===== config.mk =====
export PLATFORM = sky130hd
export DESIGN_NAME = bit_stream_packet_deframer_crc16_core
export DESIGN_NICKNAME = d
export VERILOG_FILES = /design/src/design/bspd_pkg.sv /design/src/design/bspd_deframe.sv /design/src/design/bit_stream_packet_deframer_crc16_core.sv
export SDC_FILE = /design/constraint.sdc
export NUM_CORES = 1
export LEC_CHECK = 0
export BUFFER_PORTS_ARGS = -buffer_cell sky130_fd_sc_hd__buf_2
export CAP_MARGIN = 20
export CORE_ASPECT_RATIO = 1.75
export CORE_MARGIN = 5
export CORE_UTILIZATION = 60
export CTS_CLUSTER_DIAMETER = 30
export CTS_CLUSTER_SIZE = 8
export DETAILED_ROUTE_END_ITERATION = 10
export PLACE_DENSITY = 0.91
export SYNTH_ARGS = -nofsm -noshare
export SYNTH_HDL_FRONTEND = slang
export SYNTH_HIERARCHICAL = 1
export SYNTH_SLANG_ARGS = --single-unit

===== constraint.sdc =====
create_clock -name clk -period 5.1 [get_ports clk]
set_input_delay 0.255 -clock clk [delete_from_list [all_inputs] [get_ports clk]]
set_output_delay 0.255 -clock clk [all_outputs]
set_load 0.05 [all_outputs]

===== src/design/bspd_pkg.sv =====
`default_nettype none
package bspd_pkg;

  localparam int unsigned SymW   = 8;
  localparam int unsigned ByteW  = 8;
  localparam int unsigned SyncW  = 32;
  localparam int unsigned CrcW   = 16;
  localparam int unsigned AddrW  = 5;
  localparam int unsigned DataW  = 32;
  localparam int unsigned OutW   = 64;

  localparam logic [2:0] RegSyncWord  = 3'd0;
  localparam logic [2:0] RegFlagPat   = 3'd1;
  localparam logic [2:0] RegFlagWin   = 3'd2;
  localparam logic [2:0] RegCrcSeed   = 3'd3;
  localparam logic [2:0] RegCrcPoly   = 3'd4;

  localparam logic [SyncW-1:0] SyncWordRst = 32'h5555_5555;
  localparam logic [ByteW-1:0] FlagPatRst  = 8'h7E;
  localparam logic [ByteW-1:0] FlagWinRst  = 8'd32;
  localparam logic [CrcW-1:0]  CrcSeedRst  = 16'hFFFF;
  localparam logic [CrcW-1:0]  CrcPolyRst  = 16'h1021;

  localparam logic KindByte = 1'b0;
  localparam logic KindEnd  = 1'b1;

  typedef struct packed {
    logic [SyncW-1:0] sync_word;
    logic [ByteW-1:0] flag_pattern;
    logic [ByteW-1:0] flag_window;
    logic [CrcW-1:0]  crc_seed;
    logic [CrcW-1:0]  crc_polynomial;
  } cfg_t;

  typedef struct packed {
    logic             kind;
    logic [ByteW-1:0] payload_byte;
    logic [ByteW-1:0] byte_index;
    logic [ByteW-1:0] packet_length;
    logic             crc_good;
    logic [CrcW-1:0]  received_crc;
    logic [CrcW-1:0]  computed_crc;
  } result_t;

  function automatic logic [CrcW-1:0] crc_byte(input logic [CrcW-1:0] crc,
                                               input logic [ByteW-1:0] b,
                                               input logic [CrcW-1:0] poly);
    logic [CrcW-1:0] c;
    logic            top;
    c = crc;
    for (int i = 0; i < ByteW; i++) begin
      top = c[CrcW-1] ^ b[ByteW-1-i];
      c = {c[CrcW-2:0], 1'b0};
      if (top) begin
        c = c ^ poly;
      end
    end
    return c;
  endfunction

endpackage
`default_nettype wire


===== src/design/bspd_deframe.sv =====
`default_nettype none
module bspd_deframe (
  input  wire logic                          clk,
  input  wire logic                          rst_n,
  input  wire logic                          step,
  input  wire logic [bspd_pkg::SymW-1:0]     symbol,
  input  wire bspd_pkg::cfg_t                cfg,
  output logic                               res_valid,
  output bspd_pkg::result_t                  res
);

  typedef enum logic [2:0] {
    PH_SYNC = 3'd0,
    PH_FLAG = 3'd1,
    PH_LEN  = 3'd2,
    PH_PAY  = 3'd3,
    PH_CRC  = 3'd4
  } phase_t;

  phase_t                          phase_r, phase_nxt;
  logic [bspd_pkg::SyncW-1:0]      sync_r, sync_nxt;
  logic [bspd_pkg::ByteW-1:0]      flag_r, flag_nxt;
  logic [bspd_pkg::ByteW-1:0]      pos_r, pos_nxt;
  logic [bspd_pkg::ByteW-1:0]      cnt_r, cnt_nxt;
  logic [bspd_pkg::ByteW-1:0]      len_r, len_nxt;
  logic [bspd_pkg::ByteW-1:0]      acc_r, acc_nxt;
  logic [bspd_pkg::CrcW-1:0]       crc_r, crc_nxt;
  logic [bspd_pkg::CrcW-1:0]       rxcrc_r, rxcrc_nxt;

  logic                            is_bit;
  logic                            bit_in;
  logic [bspd_pkg::SyncW-1:0]      sync_sh;
  logic [bspd_pkg::ByteW-1:0]      flag_sh;
  logic [bspd_pkg::ByteW-1:0]      len_sh;
  logic [bspd_pkg::ByteW-1:0]      acc_base;
  logic [bspd_pkg::ByteW-1:0]      acc_sh;
  logic [bspd_pkg::CrcW-1:0]       rxcrc_sh;
  logic [bspd_pkg::ByteW-1:0]      crc_data;
  logic [bspd_pkg::CrcW-1:0]       crc_upd;
  logic [bspd_pkg::ByteW-1:0]      pos_inc;
  logic [bspd_pkg::ByteW-1:0]      cnt_inc;

  assign is_bit   = (symbol == bspd_pkg::SymW'(0)) || (symbol == bspd_pkg::SymW'(1));
  assign bit_in   = symbol[0];
  assign sync_sh  = is_bit ? {sync_r[bspd_pkg::SyncW-2:0], bit_in} : sync_r;
  assign flag_sh  = is_bit ? {flag_r[bspd_pkg::ByteW-2:0], bit_in} : flag_r;
  assign len_sh   = is_bit ? {len_r[bspd_pkg::ByteW-2:0], bit_in} : len_r;
  assign acc_base = (pos_r == '0) ? '0 : acc_r;
  assign acc_sh   = is_bit ? {acc_base[bspd_pkg::ByteW-2:0], bit_in} : acc_base;
  assign rxcrc_sh = is_bit ? {rxcrc_r[bspd_pkg::CrcW-2:0], bit_in} : rxcrc_r;
  assign crc_data = (phase_r == PH_LEN) ? len_sh : acc_sh;
  assign crc_upd  = bspd_pkg::crc_byte(crc_r, crc_data, cfg.crc_polynomial);
  assign pos_inc  = pos_r + 8'd1;
  assign cnt_inc  = cnt_r + 8'd1;

  always_comb begin
    phase_nxt = phase_r;
    sync_nxt  = sync_r;
    flag_nxt  = flag_r;
    pos_nxt   = pos_r;
    cnt_nxt   = cnt_r;
    len_nxt   = len_r;
    acc_nxt   = acc_r;
    crc_nxt   = crc_r;
    rxcrc_nxt = rxcrc_r;
    res_valid = 1'b0;
    res       = '0;
    unique case (phase_r)
      PH_SYNC: begin
        sync_nxt = sync_sh;
        if (sync_sh == cfg.sync_word) begin
          phase_nxt = PH_FLAG;
        end
      end
      PH_FLAG: begin
        if (pos_r < cfg.flag_window) begin
          flag_nxt = flag_sh;
          pos_nxt  = pos_inc;
          if (flag_sh == cfg.flag_pattern) begin
            pos_nxt   = '0;
            crc_nxt   = cfg.crc_seed;
            phase_nxt = PH_LEN;
          end
        end else begin
          phase_nxt = PH_SYNC;
          sync_nxt  = '0;
          flag_nxt  = '0;
          pos_nxt   = '0;
          cnt_nxt   = '0;
          len_nxt   = '0;
          acc_nxt   = '0;
          crc_nxt   = cfg.crc_seed;
          rxcrc_nxt = '0;
        end
      end
      PH_LEN: begin
        len_nxt = len_sh;
        pos_nxt = pos_inc;
        if (pos_r >= 8'd7) begin
          pos_nxt   = '0;
          crc_nxt   = crc_upd;
          cnt_nxt   = '0;
          acc_nxt   = '0;
          phase_nxt = (len_sh == '0) ? PH_CRC : PH_PAY;
        end
      end
      PH_PAY: begin
        acc_nxt = acc_sh;
        pos_nxt = pos_inc;
        if (pos_r >= 8'd7) begin
          res_valid         = 1'b1;
          res.kind          = bspd_pkg::KindByte;
          res.payload_byte  = acc_sh;
          res.byte_index    = cnt_r;
          res.packet_length = len_r;
          crc_nxt           = crc_upd;
          pos_nxt           = '0;
          cnt_nxt           = cnt_inc;
          if (cnt_inc >= len_r) begin
            phase_nxt = PH_CRC;
          end
        end
      end
      PH_CRC: begin
        rxcrc_nxt = rxcrc_sh;
        pos_nxt   = pos_inc;
        if (pos_r >= 8'd15) begin
          res_valid         = 1'b1;
          res.kind          = bspd_pkg::KindEnd;
          res.packet_length = len_r;
          res.crc_good      = (crc_r == rxcrc_sh);
          res.received_crc  = rxcrc_sh;
          res.computed_crc  = crc_r;
          phase_nxt         = PH_SYNC;
          sync_nxt          = '0;
          flag_nxt          = '0;
          pos_nxt           = '0;
          cnt_nxt           = '0;
          len_nxt           = '0;
          acc_nxt           = '0;
          crc_nxt           = cfg.crc_seed;
          rxcrc_nxt         = '0;
        end
      end
      default: begin
        phase_nxt = PH_SYNC;
        sync_nxt  = '0;
        flag_nxt  = '0;
        pos_nxt   = '0;
        cnt_nxt   = '0;
        len_nxt   = '0;
        acc_nxt   = '0;
        crc_nxt   = cfg.crc_seed;
        rxcrc_nxt = '0;
      end
    endcase
  end

  always_ff @(posedge clk) begin
    if (!rst_n) begin
      phase_r <= PH_SYNC;
      sync_r  <= '0;
      flag_r  <= '0;
      pos_r   <= '0;
      cnt_r   <= '0;
      len_r   <= '0;
      acc_r   <= '0;
      crc_r   <= bspd_pkg::CrcSeedRst;
      rxcrc_r <= '0;
    end else if (step) begin
      phase_r <= phase_nxt;
      sync_r  <= sync_nxt;
      flag_r  <= flag_nxt;
      pos_r   <= pos_nxt;
      cnt_r   <= cnt_nxt;
      len_r   <= len_nxt;
      acc_r   <= acc_nxt;
      crc_r   <= crc_nxt;
      rxcrc_r <= rxcrc_nxt;
    end
  end

endmodule
`default_nettype wire


===== src/design/bit_stream_packet_deframer_crc16_core.sv =====
// Path: a symbol accepted into the input register is decoded at the edge where the decoder
//   advances; that edge loads any result into the output register and raises out_tvalid.
// Throughput: one symbol per cycle; the decode register stalls only while a result
//   waits in the output register and out_tready is low.
// Reset: synchronous on rst_n low; hunt for sync, state and config take their defaults.
`default_nettype none
module bit_stream_packet_deframer_crc16_core (
  input  wire logic                              clk,
  input  wire logic                              rst_n,
  input  wire logic                              in_tvalid,
  output logic                                   in_tready,
  input  wire logic [bspd_pkg::SymW-1:0]         in_tdata,   // [7:0] symbol
  output logic                                   out_tvalid,
  input  wire logic                              out_tready,
  // [7:0] payload_byte, [15:8] byte_index, [23:16] packet_length, [24] crc_good,
  // [40:25] received_crc, [56:41] computed_crc, [63:57] zero
  output logic [bspd_pkg::OutW-1:0]              out_tdata,
  output logic                                   out_tuser,  // [0] kind
  input  wire logic                              cfg_psel,
  input  wire logic                              cfg_penable,
  input  wire logic                              cfg_pwrite,
  input  wire logic [bspd_pkg::AddrW-1:0]        cfg_paddr,
  input  wire logic [bspd_pkg::DataW-1:0]        cfg_pwdata,
  output logic [bspd_pkg::DataW-1:0]             cfg_prdata,
  output logic                                   cfg_pready
);

  bspd_pkg::cfg_t               cfg_r;
  logic                         in_valid_r;
  logic [bspd_pkg::SymW-1:0]    in_symbol_r;
  logic                         out_valid_r;
  bspd_pkg::result_t            out_res_r;

  logic                         res_valid;
  bspd_pkg::result_t            res;
  logic                         out_free;
  logic                         dec_adv;
  logic                         cfg_wr;
  logic [2:0]                   cfg_idx;

  assign cfg_pready = 1'b1;
  assign cfg_wr     = cfg_psel && cfg_penable && cfg_pwrite;
  assign cfg_idx    = cfg_paddr[bspd_pkg::AddrW-1:2];

  always_ff @(posedge clk) begin
    if (!rst_n) begin
      cfg_r.sync_word      <= bspd_pkg::SyncWordRst;
      cfg_r.flag_pattern   <= bspd_pkg::FlagPatRst;
      cfg_r.flag_window    <= bspd_pkg::FlagWinRst;
      cfg_r.crc_seed       <= bspd_pkg::CrcSeedRst;
      cfg_r.crc_polynomial <= bspd_pkg::CrcPolyRst;
    end else if (cfg_wr) begin
      unique case (cfg_idx)
        bspd_pkg::RegSyncWord: cfg_r.sync_word      <= cfg_pwdata;
        bspd_pkg::RegFlagPat:  cfg_r.flag_pattern   <= cfg_pwdata[bspd_pkg::ByteW-1:0];
        bspd_pkg::RegFlagWin:  cfg_r.flag_window    <= cfg_pwdata[bspd_pkg::ByteW-1:0];
        bspd_pkg::RegCrcSeed:  cfg_r.crc_seed       <= cfg_pwdata[bspd_pkg::CrcW-1:0];
        bspd_pkg::RegCrcPoly:  cfg_r.crc_polynomial <= cfg_pwdata[bspd_pkg::CrcW-1:0];
        default: ;
      endcase
    end
  end

  always_comb begin
    unique case (cfg_idx)
      bspd_pkg::RegSyncWord: cfg_prdata = cfg_r.sync_word;
      bspd_pkg::RegFlagPat:  cfg_prdata = bspd_pkg::DataW'(cfg_r.flag_pattern);
      bspd_pkg::RegFlagWin:  cfg_prdata = bspd_pkg::DataW'(cfg_r.flag_window);
      bspd_pkg::RegCrcSeed:  cfg_prdata = bspd_pkg::DataW'(cfg_r.crc_seed);
      bspd_pkg::RegCrcPoly:  cfg_prdata = bspd_pkg::DataW'(cfg_r.crc_polynomial);
      default:               cfg_prdata = '0;
    endcase
  end

  assign out_free  = !out_valid_r || out_tready;
  assign dec_adv   = in_valid_r && (!res_valid || out_free);
  assign in_tready = !in_valid_r || dec_adv;

  always_ff @(posedge clk) begin
    if (!rst_n) begin
      in_valid_r <= 1'b0;
    end else if (in_tready) begin
      in_valid_r <= in_tvalid;
    end
  end

  always_ff @(posedge clk) begin
    if (in_tready && in_tvalid) begin
      in_symbol_r <= in_tdata;
    end
  end

  bspd_deframe u_deframe (
    .clk       (clk),
    .rst_n     (rst_n),
    .step      (dec_adv),
    .symbol    (in_symbol_r),
    .cfg       (cfg_r),
    .res_valid (res_valid),
    .res       (res)
  );

  always_ff @(posedge clk) begin
    if (!rst_n) begin
      out_valid_r <= 1'b0;
    end else if (dec_adv && res_valid) begin
      out_valid_r <= 1'b1;
    end else if (out_tready) begin
      out_valid_r <= 1'b0;
    end
  end

  always_ff @(posedge clk) begin
    if (dec_adv && res_valid) begin
      out_res_r <= res;
    end
  end

  assign out_tvalid = out_valid_r;
  assign out_tuser  = out_res_r.kind;
  assign out_tdata  = {7'd0, out_res_r.computed_crc, out_res_r.received_crc,
                       out_res_r.crc_good, out_res_r.packet_length,
                       out_res_r.byte_index, out_res_r.payload_byte};

endmodule
`default_nettype wire


Word-level counts from Yosys, hierarchy flattened
Index checks and enable logic that the tools add are counted.
- $add $sub $neg: 2
- order comparisons: 4
- equality and inequality tests: 20
- multiplexer cells: 59
- bitwise logic cells: 20
- reduce and logical (&&, ||, !) cells: 37
- operators with widths (kind ; number):
    16-bit 2-to-1 mux ; 15
    32-bit one-hot mux with 5 select lines ; 1
    32-bit one-hot mux with 4 select lines ; 1
    16-bit bitwise XOR ; 8
    8-bit 2-to-1 mux ; 15
    32-bit 2-to-1 mux ; 3
    8-bit one-hot mux with 5 select lines ; 2
    16-bit one-hot mux with 4 select lines ; 1
    8-bit one-hot mux with 4 select lines ; 2
    16-bit one-hot mux with 3 select lines ; 1
    41-bit 2-to-1 mux ; 1
    32-bit == test ; 1
    8-bit zero test ; 3
    3-bit 2-to-1 mux ; 8
    8-bit one-hot mux with 3 select lines ; 1
    8-bit by 1-bit adder with 8-bit output (second input constant) ; 2
    16-bit == test ; 1
    8-bit one-hot mux with 2 select lines ; 1
    2-bit AND reduction ; 8
    3-bit one-hot mux with 5 select lines ; 1
    3-bit by 2-bit == test with 1-bit output (second input constant) ; 4
    2-bit by 1-bit inequality test with 1-bit output (second input constant) ; 5
    5-bit AND reduction ; 2
    8-bit by 1-bit == test with 1-bit output (second input constant) ; 1
    other kinds (24) ; 54
- register bits: 255
- input port bits: 52
- word-level logic and storage cells: 166

Depth between registers and ports, before layout
Gate-level depths: netlist of run 1.
- word-level depth: 22
- depth in mapped cells: 21
- gate-level depth less buffers: 17

Hierarchy
The synthesis of run 1 kept the hierarchy.
- by module, submodules not included (module ; times used ; cells an instance ; area each (µm²) ; seq. area each (µm²)):
    bspd_deframe ; 1 ; 1174 ; 9401.5 ; 2142.1
    bit_stream_packet_deframer_crc16_core ; 1 ; 509 ; 5868.1 ; 3623.5

Worst setup path after synthesis of run 1
Ideal clock, no wire load.
- path kind: register -> register
- from: register in_symbol_r[5] in the netlist's numbering
- to: register u_deframe/crc_r[15] in the netlist's numbering
- library setup time: 0.079 ns
- arrival time: 4.583 ns
- required time: 5.021 ns
- path slack: 0.438 ns
- stages on the path, launching flop included: 18
- period minus slack after synthesis: 4.662 ns
- path through: edfxtp_1 > or4_1 > buf_2 > o21ai_1 > a21oi_1 > o211ai_2 > o22ai_2 > or4_4 > nand2_2 > o22ai_1 > or4_1 > nand3_1 > xnor3_1 > a21oi_2 > buf_4 > nor3_2 > xnor3_1 > a22oi_1
- cells in the longest elaborated chain, start to end: 22
- elaborated cells between the ends (all ways): 35
- classes of those cells: eq/ne: 3; mux: 14; bitwise: 15; reduce/logical: 3
- RTL lines (what ; RTL line ; RTL):
    start: declaration ; bit_stream_packet_deframer_crc16_core.sv:30 ; logic [bspd_pkg::SymW-1:0] in_symbol_r;
    start signal: assignment ; bit_stream_packet_deframer_crc16_core.sv:89 ; in_symbol_r <= in_tdata;
    8-bit by 1-bit == test with 1-bit output or 8-bit zero test (tied branches) ; bspd_deframe.sv:43 ; assign is_bit = (symbol == bspd_pkg::SymW'(0)) || (symbol == bspd_pkg::SymW'(1));
    1-bit logical OR (*) ; bspd_deframe.sv:43 ;
    8-bit 2-to-1 mux (on tied branches) ; bspd_deframe.sv:49, bspd_deframe.sv:47 ;
    8-bit 2-to-1 mux ; bspd_deframe.sv:51 ; assign crc_data = (phase_r == PH_LEN) ? len_sh : acc_sh;
    1-bit bitwise XOR ; bspd_pkg.sv:52 ; top = c[CrcW-1] ^ b[ByteW-1-i];
    16-bit 2-to-1 mux ; bspd_pkg.sv:54 ; if (top) begin
    16-bit bitwise XOR or 1-bit bitwise XOR (tied branches) ; bspd_pkg.sv:55, bspd_pkg.sv:52 ;
    16-bit 2-to-1 mux ; bspd_pkg.sv:54 ;
    [6 not listed] ; -- ;
    16-bit bitwise XOR or 1-bit bitwise XOR (tied branches) ; bspd_pkg.sv:55, bspd_pkg.sv:52 ;
    16-bit 2-to-1 mux ; bspd_pkg.sv:54 ;
    16-bit bitwise XOR or 1-bit bitwise XOR (tied branches) ; bspd_pkg.sv:55, bspd_pkg.sv:52 ;
    16-bit 2-to-1 mux ; bspd_pkg.sv:54 ;
    16-bit bitwise XOR or 1-bit bitwise XOR (tied branches) ; bspd_pkg.sv:55, bspd_pkg.sv:52 ;
    16-bit 2-to-1 mux ; bspd_pkg.sv:54 ;
    16-bit 2-to-1 mux ; bspd_deframe.sv:99, bspd_deframe.sv:110 ;
    16-bit one-hot mux with 4 select lines ; bspd_deframe.sv:68 ; unique case (phase_r)
    end signal: assignment ; bspd_deframe.sv:168 ; crc_r <= bspd_pkg::CrcSeedRst;
    end signal: assignment ; bspd_deframe.sv:178 ; crc_r <= crc_nxt;
    end: declaration ; bspd_deframe.sv:27 ; logic [bspd_pkg::CrcW-1:0] crc_r, crc_nxt;
Every way passes the cells marked *; elsewhere a longest branch is shown, timed or not. The select of a mux whose other input is x is not followed.
A chain may end at the register's enable or synchronous reset.

Worst setup path after layout of run 1
- from: register in_symbol_r[6] in the netlist's numbering
- to: register u_deframe/crc_r[10] in the netlist's numbering
Same word-level chain as after synthesis.

==> results of run 1 <==
-- state kept, by name (all words and copies together), names as in the netlist --
name,flops
u_deframe/len_r,8
u_deframe/cnt_r,8
u_deframe/sync_r,32
u_deframe/flag_r,8
out_tvalid,1
cfg_r,80
u_deframe/rxcrc_r,16
u_deframe/crc_r,16
in_valid_r,1
out_tdata,57
u_deframe/phase_r,3
in_symbol_r,8
u_deframe/pos_r,8
out_tuser,1
u_deframe/acc_r,8
-- worst register-to-register path, delay by kind of cell, from the launching register on --
| family | cells | cell delay (ns) |
|---|---|---|
| compound gates | 7 | 1.51 |
| buf+inv | 4 | 0.64 |
| simple gates | 5 | 1.88 |
| xor+xnor | 2 | 0.56 |
| flops | 1 | 0.42 |
-- power by group --
group | internal, mW | switching (mW) | leakage (nW)
Combinational | 0.118 | 0.197 | 4.33
Clock | 1.67 | 0.963 | 0.624
Sequential | 2.08 | 0.0197 | 2.00
Total | 3.87 | 1.18 | 6.96
-- Yosys cell counts (8+ instances only) --
cell	n
sky130_fd_sc_hd__dfxtp_1	189
sky130_fd_sc_hd__nand2_1	182
sky130_fd_sc_hd__xnor2_1	107
sky130_fd_sc_hd__mux2i_1	103
sky130_fd_sc_hd__a22oi_1	92
sky130_fd_sc_hd__nor2b_1	89
sky130_fd_sc_hd__clkbuf_1	80
sky130_fd_sc_hd__edfxtp_1	66
sky130_fd_sc_hd__inv_1	63
sky130_fd_sc_hd__nor2_1	62
sky130_fd_sc_hd__o21ai_0	59
sky130_fd_sc_hd__nand3_1	47
sky130_fd_sc_hd__o211ai_1	44
sky130_fd_sc_hd__xor2_1	41
sky130_fd_sc_hd__a21oi_1	36
sky130_fd_sc_hd__and2_1	36
sky130_fd_sc_hd__nor3_1	32
sky130_fd_sc_hd__a21boi_0	28
sky130_fd_sc_hd__and3_1	28
sky130_fd_sc_hd__or3_1	24
sky130_fd_sc_hd__a21o_1	18
sky130_fd_sc_hd__ha_1	18
sky130_fd_sc_hd__nand4_1	17
sky130_fd_sc_hd__xnor3_1	17
sky130_fd_sc_hd__buf_4	15
sky130_fd_sc_hd__buf_2	14
sky130_fd_sc_hd__nor4_1	12
sky130_fd_sc_hd__nand2b_1	10
sky130_fd_sc_hd__o22ai_1	10
sky130_fd_sc_hd__nor3b_1	8
sky130_fd_sc_hd__o2bb2ai_1	8
sky130_fd_sc_hd__o31ai_1	8
-- path summary, 6_finish.rpt --
check	endpoint	from	slack [ns]
worst max register to register	u_deframe/crc_r[10]	in_symbol_r[6]	-0.01
worst min register to register	cfg_r[32]	cfg_r[32]	0.48
worst min-delay path	cfg_r[29]	cfg_pwdata[13]	0.02
worst max-delay path	u_deframe/crc_r[10]	in_symbol_r[6]	-0.01
-- cells in the final DEF (no fill, tap or decap), drive strengths merged, types with 8 or more instances in the layout --
cell,synthesis,routed
a21boi,29,29
a21o,18,18
a21oi,37,37
a22oi,92,92
and2,36,36
and3,28,28
buf,39,209
clkbuf,82,62
conb,2,8
dfxtp,189,189
dlygate4sd3,0,31
edfxtp,66,66
ha,18,18
inv,63,64
mux2i,103,103
nand2,183,183
nand2b,10,10
nand3,47,47
nand4,19,19
nor2,66,66
nor2b,89,89
nor3,38,38
nor3b,15,15
nor4,14,14
o211ai,46,46
o21ai,63,63
o22ai,11,11
o2bb2ai,8,8
o31ai,9,9
or3,24,24
or4,8,8
xnor2,108,108
xnor3,17,17
xor2,41,41
-- cell families after synthesis --
logic type      Yosys count  synth area share [%]
compound gates          358                 16.67
xor+xnor                166                 11.18
fa+ha+maj                18                 1.475
buf+inv                 184                 5.269
flops                   255                 37.76
mux                     103                 6.752
other cells               2               0.04918
simple gates            597                 20.85
-- metal layers --
layer	GRT usage, %	part of all wire (%)	wire, um
met4	27.96	11	5436
met1	33.40	33	15940
met3	6.322	7.9	3890
met2	54.71	48	23700
met5	0	0	0
-- cell type report --
cell class / count / area share, %
repair buffers: 241 / 8.658
inverters: 63 / 1.292
well taps: 316 / 2.161
flip-flops and latches: 255 / 31.51
clock buffers: 61 / 6.353
clock inverters: 8 / 0.6907
multi-input cells: 1250 / 49.33
-- what timing repair did --
action,in CTS,in global routing
setup endpoints to repair,8,16
buffers inserted,0,13
endpoints found under the hold margin,31,0
hold buffers,31,0
resized for setup,7,53
pin swaps,0,19
==> impl_summary.md, run 1 <==
Run status
The run finished, with violations left. The final reports fail on setup timing.

Synthesis
Of all flip-flops after synthesis, the portion carrying an async set or reset was 0%. The number of warnings issued by yosys is 6. The number of enable-type register cells in the synthesized netlist is 66. The average cell area after synthesis is 9.073 sq um. The summed instance area of the synthesized netlist is 0.01527 sq mm. The cell type with the largest total area after synthesis is sky130_fd_sc_hd__dfxtp_1.

Yosys attributes the largest share of cell area to sky130_fd_sc_hd__dfxtp_1 25%, sky130_fd_sc_hd__edfxtp_1 13%, sky130_fd_sc_hd__mux2i_1 6.8%. After synthesis, the netlist uses 85 different library cells. Synthesis produced a netlist whose cell count is between 1500 and 2000. The most used flip-flop cell after synthesis is sky130_fd_sc_hd__dfxtp_1. The share of the synthesized area in the top cell type is 24.78%.

After synthesis, flip-flops and latches occupy 37.76% of the total area. After synthesis the netlist holds a flip-flop and latch count of 255.

Critical path
Traced cell by cell, the critical path runs through buf_4 -> or4_4 -> or3_1 -> and3b_1 -> a211oi_4 -> xnor2_1 -> o221ai_2 -> nand3b_1 -> a32o_2 -> or4_4 -> a21oi_2 -> buf_4 -> o21ai_0 -> buf_4 -> buf_6 -> a21boi_2 -> xnor3_1 -> a22oi_1. The library cell contributing the largest single delay on the critical path is sky130_fd_sc_hd__or4_4. The launching element type of the critical path is a flop. The critical path data arrival time is 5.55 ns. The critical path crosses 18 cells after its start point. STA puts the critical path data required time at about 5.5 ns.

The critical path is of the reg2reg type. The type of element capturing the critical path is a flop. The cell family contributing the most delay on the critical path is simple AND/OR/NAND/NOR gates. Together, buffers and inverters on the worst path number 4. The most numerous cell type found on the critical path is sky130_fd_sc_hd__buf_4. The worst reg-to-reg path cell count is 18. The highest cell delay on the worst timing path is 0.54 ns. The critical-path maximum fanout is 9.

STA
The final critical-path setup slack is -0.01026 ns. The final number of setup-violating endpoints is 1. The transition at the pin with the smallest max-transition slack is slightly below 1 ns. Between clock sinks in the finished design, the worst skew comes to 0.01864 ns. The max-slew violation count came to 0. The hold violation count in the final report is 0.

Timing would allow up to 195.7 MHz. The routed design could run at a clock period as short as just over 5 ns. After routing, the total negative slack on setup checks comes to -0.01026 ns.

The normalized max-slew margin is 35.00%. Hold timing on the final database bottoms out at a slack of ~0.02 ns. The final critical path takes up 100.2% of the cycle.

CTS
The clock tree from TritonCTS is built. The clock reaches the later pin of the worst-skew pair after 0.54 ns. TritonCTS created 42 clock buffers. The cell at the root of the clock tree is sky130_fd_sc_hd__clkbuf_16. The clock passes through at most 3 buffers. The clock input transition at the sequential cells of the worst setup and hold paths is 0.05 ns. The number of H-tree levels is 2. CTS saw around 260 sinks.

Finish
The share of layout cells above drive strength 1 is 18.26%. The fill cell instance count of the final layout is approximately 1700. The multi-input logic area is 0.009026 sq mm. The core occupancy in the finished layout is 72.48%. The net total in the final layout is 1923.

0 antenna diodes ended up in the layout. The synthesis-to-layout area growth is 19.82%. The post-route standard cell area excluding fillers is 0.01830 sq mm.

The final cell count without fillers is 2194. Across the whole layout, storage elements account for 0.005766 sq mm.

Global route
Entering global routing, the biggest net connects approximately 110 pins. The residual overflow from global routing is 0. The initial antenna violation count is 0. The via count of the first global-routing pass is 14210. In the global route stage, overall resource usage came out at 32.50%. The first global-routing pass estimated 75080 um of wire.

Pwr
Across the VDD grid, the largest voltage drop is 0.2257 mV. In this run the static leakage power is 6.958 nW. The power density normalized to cell area is roughly 280 mW/mm^2.

Total power for the finished layout comes to roughly 5.1 mW.

Placement
The final RePlAce weighted congestion is 0.9583. The detailed placer's ending HPWL is about 33000 um. Port buffering added 141 buffers. The worst slack after detailed placement is -0.08360 ns. After detailed placement, the design holds a cell count of just over 2000. Once placement finished, the instance area stood at 0.01628 sq mm.

Route
The number of search-and-repair iterations in the first detailed-routing pass is 8. After detailed routing, the average wire length per cell comes to 22.31 um. After detailed routing, the number of vias per cell comes to 6.546. In the routed design, unresolved DRC markers number 0. For this block, the initial DRC count from the detailed router was between 1000 and 1500. The count of nets left with antenna violations once routing finished came out at 0. For this block, the via count after detailed routing is 14360.

The wire length reported by the detailed router is 48960 um.

Flow run
The max-cap check violation count is 0.

Floorplanning
The floorplan step defined a die boundary enclosing 0.02887 sq mm. The die boundary height is 221.0 um. Pin placement for this block handled 152 I/O pins. The floorplan has 77 rows.

For this configuration, the core starts out at a cell density of 60.49%. The die width is 130.6 um. The core footprint is 0.02524 sq mm.

Min path
The number of cells on the worst hold path is 3. The tightest min-delay check is of the in2reg type.
(Power assumes the default switching activity.)
==> inputs of run 2 (changes only) <==
--- a/config.mk
+++ b/config.mk
@@ -18,3 +18,4 @@
 export SYNTH_HDL_FRONTEND = slang
 export SYNTH_HIERARCHICAL = 1
 export SYNTH_SLANG_ARGS = --single-unit
+export TNS_END_PERCENT = 10
==> run 2 against run 1 <==
Effect of this change: the flow now finishes without violations; power about the same; sequential share of layout area unchanged; count of clock-buffer cells in the layout unchanged; setup slack better by 0.026 ns; utilization unchanged; clock skew up 0.00067 ns; critical path depth unchanged; non-clock buffer count unchanged; critical path type unchanged; largest cell class unchanged.
==> impl_summary.md, run 2 (synthesis results as in run 1) <==
Global route
The met2 demand-to-capacity share in global routing is 54.71% (unchanged). The via count of the first global-routing pass was 14210 (unchanged). The pin count of the biggest net entering global routing is 106 (unchanged). The initial antenna violation count is 0 (unchanged). The first-pass GRT wire length is 75080 um (unchanged). The residual overflow from global routing is 0 (unchanged). The global router's overall resource usage is 32.50% (unchanged). The met3 track demand over resource in global routing was 6.322% (unchanged).

The global routing stage identified its most utilized layer as met2. The met1 global-route usage is 33.40% (unchanged).

Min path
The end point of the worst hold path is cfg_r[29]. The startpoint identified for the worst hold timing path is cfg_pwdata[13]. The number of cells on the worst hold path is 3 (unchanged). The class of the tightest hold or removal check is in2reg.

Finish
The most frequent standard cell in the layout excluding fill and tap cells is sky130_fd_sc_hd__dfxtp_1. The top cell types in the final layout, fill and taps aside, are 189 x sky130_fd_sc_hd__dfxtp_1, 180 x sky130_fd_sc_hd__nand2_1, 140 x sky130_fd_sc_hd__buf_2. The fill cell instance count of the final layout is 1692 (unchanged). The top register by number of flip-flops is cfg_r. The final cell count without fillers is 2195 (+0.046%). The net total in the final layout is 1923 (unchanged). The synthesis-to-layout area growth is 19.82% (unchanged). The number of flip-flops in the largest register is 80 (unchanged). The share of layout cells above drive strength 1 is 18.26% (unchanged).

Route
The total number of vias is 14340 (-0.15%). The average wire per cell in the routed design is 22.33 um (about the same). The wire length reported by the detailed router is 49030 um (+0.13%). The number of search-and-repair iterations in the first detailed-routing pass is 7 (-1). The number of remaining DRC errors came to 0 (unchanged). The iteration-0 DRC count of the detailed router is 1327 (-2.9%).

The post-detailed-route via-to-cell ratio was 6.533 (-0.19%). The remaining antenna violation count is 0 (unchanged).

Critical path
The worst reg-to-reg path cell count came to 18 (unchanged). The capturing point of the worst reg2reg path is u_deframe/crc_r[10]. The highest cell delay on the worst timing path is 0.54 ns (about the same). The launching element type of the critical path is a flop. The type of element capturing the critical path is a flop.

The data required time of the critical path came to 5.54 ns (about the same). The critical-path maximum fanout is 9 (unchanged). The reg2reg setup slack is 0.02 ns (+0.03 ns). The library cell contributing the largest single delay on the critical path is sky130_fd_sc_hd__or4_4. The startpoint-to-endpoint class of the critical path is reg2reg. The dominant cell type by count on the critical path is sky130_fd_sc_hd__buf_4.

The critical path data arrival time is 5.52 ns (-0.03 ns). Traced cell by cell, the critical path runs through buf_4 -> or4_4 -> or3_1 -> and3b_1 -> a211oi_4 -> xnor2_1 -> o221ai_2 -> nand3b_1 -> a32o_2 -> or4_4 -> a21oi_2 -> buf_4 -> o21ai_0 -> buf_4 -> buf_6 -> a21boi_2 -> xnor3_1 -> a22oi_1. The start of the worst register-to-register path is in_symbol_r[6].

STA
Setup repair after global routing could not meet its margin everywhere. The achievable clock frequency came to 196.7 MHz (+0.51%). The normalized max-slew margin is 35.02% (about the same).

The clock skew is 0.01931 ns (+0.0006738 ns). The hold violation count in the final report is 0 (unchanged). The final setup TNS is 0 ns (+0.01026 ns). The clock period minus final worst setup slack was 5.084 ns (-0.02581 ns). The max-slew violation count came to 0 (unchanged). The transition at the pin with the smallest max-transition slack is 0.9746 ns (+0.001932 ns).

The part of the cycle the worst path needs is 99.69% (-0.51 points). The final number of setup-violating endpoints is 0 (-1).

CTS
TritonCTS built the clock tree. The clock sink total is 255 (unchanged). The clock input transition at the sequential cells of the worst setup and hold paths was 0.05 ns (about the same).

The number of buffers created by CTS is 42 (unchanged). The number of H-tree levels is 2 (unchanged). The largest buffer count on any clock path was 3 (unchanged). The latest clock arrival within the worst-skew pair came to 0.54 ns (about the same). The tree is rooted in a sky130_fd_sc_hd__clkbuf_16.

Placement
The cell count after placement is 2079 (unchanged). The final RePlAce weighted congestion is 0.9583 (unchanged). The detailed placer's ending HPWL came to 32570 um (unchanged). The total of buffers placed on input and output ports is 141 (unchanged).

Floorplanning
The number of top-level design ports came to 152 (unchanged). The die boundary height is 221.0 um (unchanged). The die outline area is 0.02887 sq mm (unchanged).

The die width was 130.6 um (unchanged). The core footprint is 0.02524 sq mm (unchanged). The effective utilization at floorplan was 60.49% (unchanged). The number of core rows is 77 (unchanged).

Pwr
The total power consumption of the routed design is 5.051 mW (about the same). The peak supply drop was 0.2251 mV (-0.25%). The power density normalized to cell area was 276.1 mW/mm^2 (about the same).

The static leakage is 6.955 nW (about the same).

Flow run
The max-cap check violation count is 0 (unchanged).

Run status
The run finished with clean final reports.
[run 2: cell types whose count changed in the layout (fill, tap and decap cells not counted), sizes merged]
cell and change:
diode +1
[run 2: worst max-delay path: cells and delay by family (launching register included)]
kind,cells,cell delay [ns]
buffers and inverters,4,0.64
AND/OR/NAND/NOR,5,1.88
XOR/XNOR,2,0.55
flip-flops,1,0.42
AO/OA/AOI/OAI,7,1.49
[run 2: routing by layer]
layer / vias up / part of all wire, %
met4: 0 / 11
met2: 937 / 48
li1: 6335 / -
met5: - / 0
met3: 310 / 8.1
met1: 6758 / 33
[run 2: timing repair]
action,CTS,global route
gates resized for setup,7,52
hold endpoints to repair,31,0
pin swaps,0,18
setup endpoints to repair,8,16
gates cloned,0,0
hold buffers,31,0
setup buffers,0,13
[run 2: through the flow]
stage / hold slack, ns / util, % / area (sq um) / worst slack (ns)
after floorplan: 0.3539 / - / 15290 / 0.4379
after global placement: 0.4340 / 64.51 / 16280 / 0.09276
after detailed placement: 0.4332 / 64.51 / 16280 / -0.08360
after CTS: 0.003035 / 70.97 / 17910 / 0.02996
after global routing: 0.03058 / 72.47 / 18290 / -0.1133
final: 0.02347 / 72.48 / 18300 / 0.01556
[run 2: area by class of cell]
cell class / count / area, sq um / share of cell area (%)
Clock inverter: 8 / 126.4 / 0.6907
Sequential cell: 255 / 5766 / 31.51
Timing Repair Buffer: 241 / 1580 / 8.637
Multi-Input combinational cell: 1250 / 9027 / 49.34
Inverter: 63 / 236.5 / 1.292
Tap cell: 316 / 395.4 / 2.161
Clock buffer: 61 / 1162 / 6.353
Antenna cell: 1 / 2.502 / 0.01368
[run 2: worst max path at each step]
stage                        start             endpoint  slack [ns]  cells past startpoint
floorplan           in_symbol_r[5]  u_deframe/crc_r[15]        0.44                     17
global placement    in_symbol_r[1]  u_deframe/crc_r[11]        0.09                     16
detailed placement  in_symbol_r[5]  u_deframe/crc_r[10]       -0.08                     16
CTS                 in_symbol_r[5]  u_deframe/crc_r[10]        0.03                     17
global route        in_symbol_r[4]  u_deframe/crc_r[15]       -0.11                     18
finish              in_symbol_r[6]  u_deframe/crc_r[10]        0.02                     18
[run 2: power by group]
group / total [mW] / internal (mW) / switching (mW)
Sequential: 2.10 / 2.08 / 0.0199
Clock: 2.63 / 1.67 / 0.962
Combinational: 0.315 / 0.118 / 0.197
